==> src/hdl/ids2x_pkg.sv <==
// Shared types and constants for the 2x2 box-average downscaler.
package ids2x_pkg;

   // Configuration register widths and reset values
   localparam int WIDTH_REG_W  = 12;
   localparam int HEIGHT_REG_W = 13;
   localparam int CSR_DATA_W   = 13;
   localparam int CSR_INDEX_W  = 1;
   localparam logic [WIDTH_REG_W-1:0]  WIDTH_RESET  = 12'd640;
   localparam logic [HEIGHT_REG_W-1:0] HEIGHT_RESET = 13'd480;

   // Register indexes on the configuration port
   localparam logic [CSR_INDEX_W-1:0] CSR_SOURCE_WIDTH  = 1'b0;
   localparam logic [CSR_INDEX_W-1:0] CSR_SOURCE_HEIGHT = 1'b1;

   // Row counter and height limit
   localparam int ROW_W = 12;
   localparam logic [HEIGHT_REG_W-1:0] HEIGHT_LIMIT = 13'd4096;

   // Width of the compare that saturates the source width
   localparam int WIDTH_CMP_W = 14;

   // Per-channel widths
   localparam int CHAN_W     = 8;
   localparam int PAIR_W     = 9;
   localparam int BLOCK_W    = 10;
   localparam logic [BLOCK_W-1:0] ROUND_BIAS = 10'd2;

   // Pixel as carried on the streams, red in the lowest bits
   typedef struct packed {
      logic [CHAN_W-1:0] blue;
      logic [CHAN_W-1:0] green;
      logic [CHAN_W-1:0] red;
   } ids2x_pixel_type;

   // Horizontal pair sums, one line buffer entry
   typedef struct packed {
      logic [PAIR_W-1:0] blue;
      logic [PAIR_W-1:0] green;
      logic [PAIR_W-1:0] red;
   } ids2x_pair_type;

   // Marks that travel with a result
   typedef struct packed {
      logic row_end;
      logic frame_end;
   } ids2x_flags_type;

endpackage

==> src/hdl/ids2x_average.sv <==
// Block average stage and result register with stall handling.
module ids2x_average
   import ids2x_pkg::*;
(
   input  logic              clock,
   input  logic              reset,
   input  logic              issue,
   input  ids2x_pair_type    pair,
   input  ids2x_flags_type   flags,
   input  ids2x_pair_type    above,
   output logic              take_ready,
   output logic              out_valid,
   input  logic              out_ready,
   output ids2x_pixel_type   out_pixel,
   output ids2x_flags_type   out_flags
);

   logic            s1_valid_ff;
   logic            s1_valid_in;
   ids2x_pair_type  s1_pair_ff;
   ids2x_flags_type s1_flags_ff;
   logic            out_valid_ff;
   logic            out_valid_in;
   ids2x_pixel_type out_pixel_ff;
   ids2x_pixel_type out_pixel_in;
   ids2x_flags_type out_flags_ff;
   logic            out_free;
   logic [BLOCK_W-1:0] sum_red;
   logic [BLOCK_W-1:0] sum_green;
   logic [BLOCK_W-1:0] sum_blue;

   // Result register frees up when empty or drained this cycle
   assign out_free   = !out_valid_ff || out_ready;
   assign take_ready = !s1_valid_ff || out_free;

   // Add the stored row pair to this row pair and round
   always_comb begin
      sum_red   = BLOCK_W'(above.red)   + BLOCK_W'(s1_pair_ff.red)   + ROUND_BIAS;
      sum_green = BLOCK_W'(above.green) + BLOCK_W'(s1_pair_ff.green) + ROUND_BIAS;
      sum_blue  = BLOCK_W'(above.blue)  + BLOCK_W'(s1_pair_ff.blue)  + ROUND_BIAS;
      out_pixel_in.red   = sum_red[BLOCK_W-1:2];
      out_pixel_in.green = sum_green[BLOCK_W-1:2];
      out_pixel_in.blue  = sum_blue[BLOCK_W-1:2];
   end

   // Stage and result valid bits
   always_comb begin
      s1_valid_in  = take_ready ? issue : s1_valid_ff;
      out_valid_in = out_free ? s1_valid_ff : out_valid_ff;
   end

   always_ff @(posedge clock) begin
      if (reset) begin
         s1_valid_ff  <= 1'b0;
         out_valid_ff <= 1'b0;
      end else begin
         s1_valid_ff  <= s1_valid_in;
         out_valid_ff <= out_valid_in;
      end
   end

   // Load the stage on a new item; hold it while stalled
   always_ff @(posedge clock) begin
      if (take_ready && issue) begin
         s1_pair_ff  <= pair;
         s1_flags_ff <= flags;
      end
   end

   // Advance into the result register when it frees up
   always_ff @(posedge clock) begin
      if (out_free && s1_valid_ff) begin
         out_pixel_ff <= out_pixel_in;
         out_flags_ff <= s1_flags_ff;
      end
   end

   assign out_valid = out_valid_ff;
   assign out_pixel = out_pixel_ff;
   assign out_flags = out_flags_ff;

endmodule

==> config.mk <==
export PLATFORM = sky130hd
export DESIGN_NAME = ids2x_average
export DESIGN_NICKNAME = d
export VERILOG_FILES = /design/src/hdl/ids2x_pkg.sv /design/src/hdl/ids2x_average.sv
export SDC_FILE = /design/constraint.sdc
export NUM_CORES = 1
export LEC_CHECK = 0
export ABC_AREA = 0
export BUFFER_PORTS_ARGS = -buffer_cell sky130_fd_sc_hd__buf_2
export CAP_MARGIN = 20
export CORE_MARGIN = 3
export CORE_UTILIZATION = 50
export DETAILED_ROUTE_END_ITERATION = 6
export PLACE_DENSITY_LB_ADDON = 0.15
export SETUP_SLACK_MARGIN = 0.3
export SLEW_MARGIN = 15
export SYNTH_ARGS = -nofsm -noshare
export SYNTH_HDL_FRONTEND = slang
export SYNTH_SLANG_ARGS = --single-unit
==> constraint.sdc <==
create_clock -name clock -period 2.6 [get_ports clock]
set_input_delay 0.13 -clock clock [delete_from_list [all_inputs] [get_ports clock]]
set_output_delay 0.13 -clock clock [all_outputs]
set_load 0.1 [all_outputs]
==> results of run 1 <==
==> state kept, by name (all words and copies together) (netlist names) <==
name,count
s1_valid_ff,1
out_flags,2
s1_pair_ff,27
out_pixel,24
out_valid,1
s1_flags_ff,2
==> per-layer routing <==
| layer | up-vias | GRT usage |
|---|---|---|
| met5 | - | 0 |
| met4 | 0 | 0.118 |
| met3 | 14 | 0.0388 |
| met2 | 79 | 0.304 |
| met1 | 1122 | 0.226 |
| li1 | 1254 | - |
==> final cells by class <==
type | instances | share of cell area
flip-flops and latches | 57 | 0.398
repair buffers | 118 | 0.175
clock buffers | 16 | 0.0400
inverters | 18 | 0.0159
multi-input cells | 185 | 0.350
well taps | 75 | 0.0220
==> worst paths after layout <==
path / cells after the start / slack [ns] / endpoint
max: 6 / 0.42 / out_pixel[23]
max reg2reg: 6 / 0.42 / out_pixel[23]
min reg2reg: 0 / 0.42 / out_flags[1]
min: 3 / 0.04 / s1_valid_ff
==> worst min-delay path, cell delays in order <==
cell and delay (ns):
buf_2 0.08, a21oi_1 0.03, nor2_1 0.08
==> power groups by stage <==
stage	Sequential [mW]	Combinational (mW)	Clock, mW
floorplan	1.42	0.372	0
detailed placement	1.14	0.804	0
finish	1.12	0.844	0.736
global route	1.13	0.918	0.799
CTS	1.13	0.844	0.747
global placement	1.14	0.791	0
==> per-stage QoR <==
stage          instance area (µm²)  cells  worst slack (ns)  utilization  hold slack, ns
2_1_floorplan                 3280    266             0.406            -           0.195
3_3_place_gp                  3790    423             0.476        0.618           0.301
3_5_place_dp                  3790    423             0.437        0.618           0.307
4_1_cts                       4260    469             0.427        0.694          0.0140
5_1_grt                       4260    469             0.327        0.694          0.0851
6_report                      4260    469             0.415        0.694          0.0382
==> repair_timing <==
item / in CTS / in global routing
hold buffers: 30 / 0
hold endpoints to repair: 31 / 0
setup endpoints to repair: 0 / 0
buffers inserted: 0 / 0
resized for setup: 0 / 0
==> synthesized netlist by cell type, drive strengths merged, types with 2 or more instances <==
cell type / n
a211oi: 4
a21oi: 17
a311o: 2
a311oi: 2
a41oi: 2
and2: 2
buf: 6
dfxtp: 2
edfxtp: 55
fa: 3
ha: 45
inv: 18
mux2i: 4
nand2: 14
nand2b: 5
nand3: 9
nand4b: 4
nor2: 18
nor2b: 6
nor3: 5
o21ai: 8
o311ai: 3
o31ai: 2
xnor2: 3
xor2: 6
==> cells by family after synthesis <==
| logic type | Yosys count | share of synthesized area |
|---|---|---|
| AOI/OAI and AO/OA | 52 | 0.109 |
| xor gates and xnor gates | 9 | 0.0241 |
| muxes | 5 | 0.0157 |
| adders and majority gates | 48 | 0.190 |
| buffers and inverters | 24 | 0.0298 |
| DFF | 57 | 0.517 |
| and+or+nand+nor | 71 | 0.114 |
==> flow_summary_export.csv, run 1 <==
group,metric,value,unit
die,die_w,86.9,µm
route,vias,2469,
global_routing,grt_first_pass_wirelength,10800,µm
timing,rsz0062_at_grt,"false",
global_routing,grt_pass1_vias,2477,
die,die_area,0.00755,mm²
timing,finalHoldViolCount,0,
die,initial_core_util,0.534,
die,design.core.area,0.00613,mm²
route,top_layer,"met4",
critical_path,critPathMaxFanout,3,
yosys,synthFlopType,"edfxtp_1",
die,rows,28,
finish,fillCellCount,449,
clocking,cts-root-buf,"clkbuf_8",
timing,report.final.setup_viol,0,
place,port-buffer-count,87,
yosys,ys_warn_count,0,
yosys,synth.avg_cell_area,12.3,µm²
pwr,power_density,635,mW/mm²
run,maxCapViolations,0,
min_path,min-delay-start,"issue",
yosys,ys_types,48,
timing,slew_headroom,0.514,
finish,syn2layout_area_growth,30.1,%
critical_path,cp.arrival,2.26,ns
route,dr_wl_met3,385,µm
timing,drv_slew,0,
finish,layout_common_cells,"buf_2 (87), edfxtp_1 (55), ha_1 (45)",
yosys,ys_seq_elements,57,
yosys,synth_seq_area_share,0.517,
run_status,outcome,"complete, no violations",
pwr,peakVddDrop,0.397,mV
critical_path,critPathRequiredTime,2.68,ns
finish,drive_gt1_frac,0.272,
critical_path,crit_chain,"ha_1, fa_1, nand3_1, a21oi_1, mux2i_1, or3_1",
global_routing,grt_start_max_net_pins,30,
critical_path,crit_family,"adder cells",
route,viasPerCell,5.26,
yosys,synth_top_area_cell,"edfxtp_1",
timing,skew,0.00404,ns
yosys,ys_top_cells_by_area,"edfxtp_1 (50%), ha_1 (17%), a21oi_1 (2.4%)",
pwr,swShare,0.339,
critical_path,critPathSlowestCell,"fa_1",
route,first_pass_iters,4,
route,drc,0,
route,totalWireLength,6550,µm
clocking,clkTransAtPathRegs,0.06,ns
critical_path,critPathLaunch,"s1_pair_ff[20]",
critical_path,crit_path_start_kind,"flop",
route,wire_per_inst,14.0,µm
finish,mostFrequentLayoutCell,"buf_2",
critical_path,path_buf_inv,0,
critical_path,critPathMaxStageDelay,0.47,ns
global_routing,antenna_found_initial,0,
route,antenna_left,0,
clocking,cts_sinks,57,
clocking,clk_latency,0.33,ns
finish,antennaDiodeCount,0,
timing,finalCritPeriodShare,0.840,
route,drt-initial-drc-count,136,
route,met2_length,3190,µm
timing,worstMarginPinSlew,0.728,ns
place,dp_hpwl,4510,µm
clocking,cts_buffers,9,
finish,multi_input_area,0.00149,mm²
die,die_height,86.9,µm
clocking,cts.htree.levels,3,
die,pin_count,88,
yosys,syn-cell-area,0.00327,mm²
route,wl_met1,2800,µm
yosys,async_flop_share,0,
pwr,p_seq_frac,0.416,
pwr,p_comb_frac,0.312,
clocking,clockBufferDepth,2,
finish,nNetsFinal,497,
finish,seq_area,0.00169,mm²
place,gp_congestion,0.771,
critical_path,critical_path_class,"reg -> reg",
min_path,hold_class,"in -> reg",
pwr,p_sw,0.917,mW
critical_path,endpoint_kind,"flop",
yosys,synth_top_area_share,0.505,
pwr,pwr-share-clk,0.272,
critical_path,r2r_start,"s1_pair_ff[20]",
global_routing,grt_overflow,0,
pwr,internal_power,1.79,mW
pwr,fin_total_pwr,2.70,mW
timing,max_freq,0.458,GHz
yosys,syn_inst,266,
timing,period_needed,2.18,ns
global_routing,gr-usage-all-layers,0.187,
timing,tns,0,ns
yosys,synth_edf_count,55,
pwr,leakagePower,1.85,nW
yosys,synth_nets,374,
clocking,cts_tree,"built",
Note: power is estimated with default switching activity, not from simulation.
==> inputs of run 2 (changes only) <==
Clock period 2.6 ns to 2.1 ns, I/O delays scaled along.
==> flow_summary_export.csv, run 2 (same netlist as run 1, synthesis figures left out) <==
group,metric,value,unit
run_status,outcome,"complete, no violations",
timing,worstMarginPinSlew,0.513,ns
route,vias,2683,
die,design.core.area,0.00613,mm²
timing,drv_slew,0,
min_path,hold_class,"in -> reg",
die,die_w,86.9,µm
die,rows,28,
timing,rsz0062_at_grt,"true",
global_routing,grt_pass1_vias,2667,
global_routing,grt_start_max_net_pins,30,
clocking,cts_buffers,9,
finish,nNetsFinal,515,
finish,drive_gt1_frac,0.519,
clocking,clockBufferDepth,2,
place,pre_cts_ws,0.0169,ns
die,die_area,0.00755,mm²
finish,layout_common_cells,"buf_2 (87), edfxtp_1 (55), ha_4 (36)",
clocking,cts_sinks,57,
route,antenna_left,0,
timing,max_freq,0.482,GHz
route,drc,0,
finish,antennaDiodeCount,0,
timing,finalCritPeriodShare,0.988,
critical_path,critPathRequiredTime,2.25,ns
timing,slew_headroom,0.660,
critical_path,critical_path_class,"reg -> reg",
global_routing,grt_overflow,0,
pwr,leakagePower,2.04,nW
critical_path,crit_path_start_kind,"flop",
place,port-buffer-count,87,
critical_path,cp.arrival,2.22,ns
pwr,peakVddDrop,0.613,mV
route,viasPerCell,5.51,
pwr,fin_total_pwr,4.27,mW
route,drt-initial-drc-count,127,
finish,mostFrequentLayoutCell,"buf_2",
timing,setup_slack,0.0259,ns
global_routing,antenna_found_initial,0,
route,wire_per_inst,17.9,µm
critical_path,endpoint_kind,"flop",
clocking,clk_latency,0.34,ns
global_routing,grt_first_pass_wirelength,12500,µm
timing,hold_slack,0.138,ns
timing,skew,0.00679,ns
finish,largest_reg_flops,27,
place,dp_hpwl,4560,µm
route,totalWireLength,8730,µm
timing,report.final.setup_viol,0,
timing,period_needed,2.07,ns
run,maxCapViolations,0,
clocking,clkTransAtPathRegs,0.07,ns
finish,regMostFlops,"s1_pair_ff",
finish,finish.utilization,0.860,
clocking,cts_tree,"built",
critical_path,critPathMaxFanout,2,
die,pin_count,88,
global_routing,gr-usage-all-layers,0.218,
pwr,power_density,810,mW/mm²
die,die_height,86.9,µm
clocking,cts.htree.levels,3,
finish,syn2layout_area_growth,61.2,%
route,first_pass_iters,4,
timing,finalHoldViolCount,0,
die,initial_core_util,0.534,
clocking,cts-root-buf,"clkbuf_8",
place,gp_congestion,0.862,
## run 2: cell types whose count changed in the layout (fill, tap and decap cells not counted), sizes merged
| cell | before | now |
|---|---|---|
| buf | 88 | 105 |
| clkbuf | 16 | 10 |
| bufinv | 0 | 4 |
| clkinv | 0 | 2 |
| dlygate4sd3 | 30 | 31 |
## run 2: layout make-up
type,instances,area (µm²)
flip-flops and latches,57,1700
well taps,75,93.8
clock buffers,10,128
multi-input cells,185,2260
clock inverters,6,130
fillers,290,857
repair buffers,136,900
inverters,18,70.1
## run 2: what timing repair did
action / 4_1_cts / 5_1_grt
hold buffers: 31 / 0
buffers inserted: 12 / 5
gates cloned: 0 / 0
pin swaps: 26 / 30
hold endpoints to repair: 31 / 0
gates resized for setup: 50 / 43
setup endpoints to repair: 12 / 17
## run 2: through the flow
stage          area [µm²]  std cells  setup TNS (ns)
4_1_cts              4990        482               0
3_3_place_gp         4000        423               0
6_report             5270        487               0
2_1_floorplan        3520        266               0
3_5_place_dp         4000        423               0
5_1_grt              5270        487         -0.0162
## run 2: per-layer routing
layer  GRT usage  share of wire
met1       0.268           0.41
met2       0.364           0.51
met3      0.0454          0.056
met4       0.103          0.019
met5           0              0
## run 2: where the power goes
part	internal, mW	total (mW)	switching (mW)
Combinational	0.609	1.50	0.892
Sequential	1.37	1.40	0.0300
Clock	0.905	1.37	0.467
## run 2: path summary, 6_finish.rpt
check	start	to	slack (ns)	cells after the start
worst max-delay path	s1_pair_ff[11]	out_pixel[12]	0.03	6
worst min register to register	s1_flags_ff[0]	out_flags[0]	0.42	0
worst min-delay path	out_ready	out_valid	0.14	4
worst max register to register	s1_pair_ff[11]	out_pixel[12]	0.03	6
## run 2: critical path, cell delays in order (launching register included)
cell and delay, ns:
edfxtp_1 0.42, ha_4 0.28, ha_4 0.23, and4b_4 0.17, o31a_1 0.26, or4_1 0.42, o311ai_1 0.11
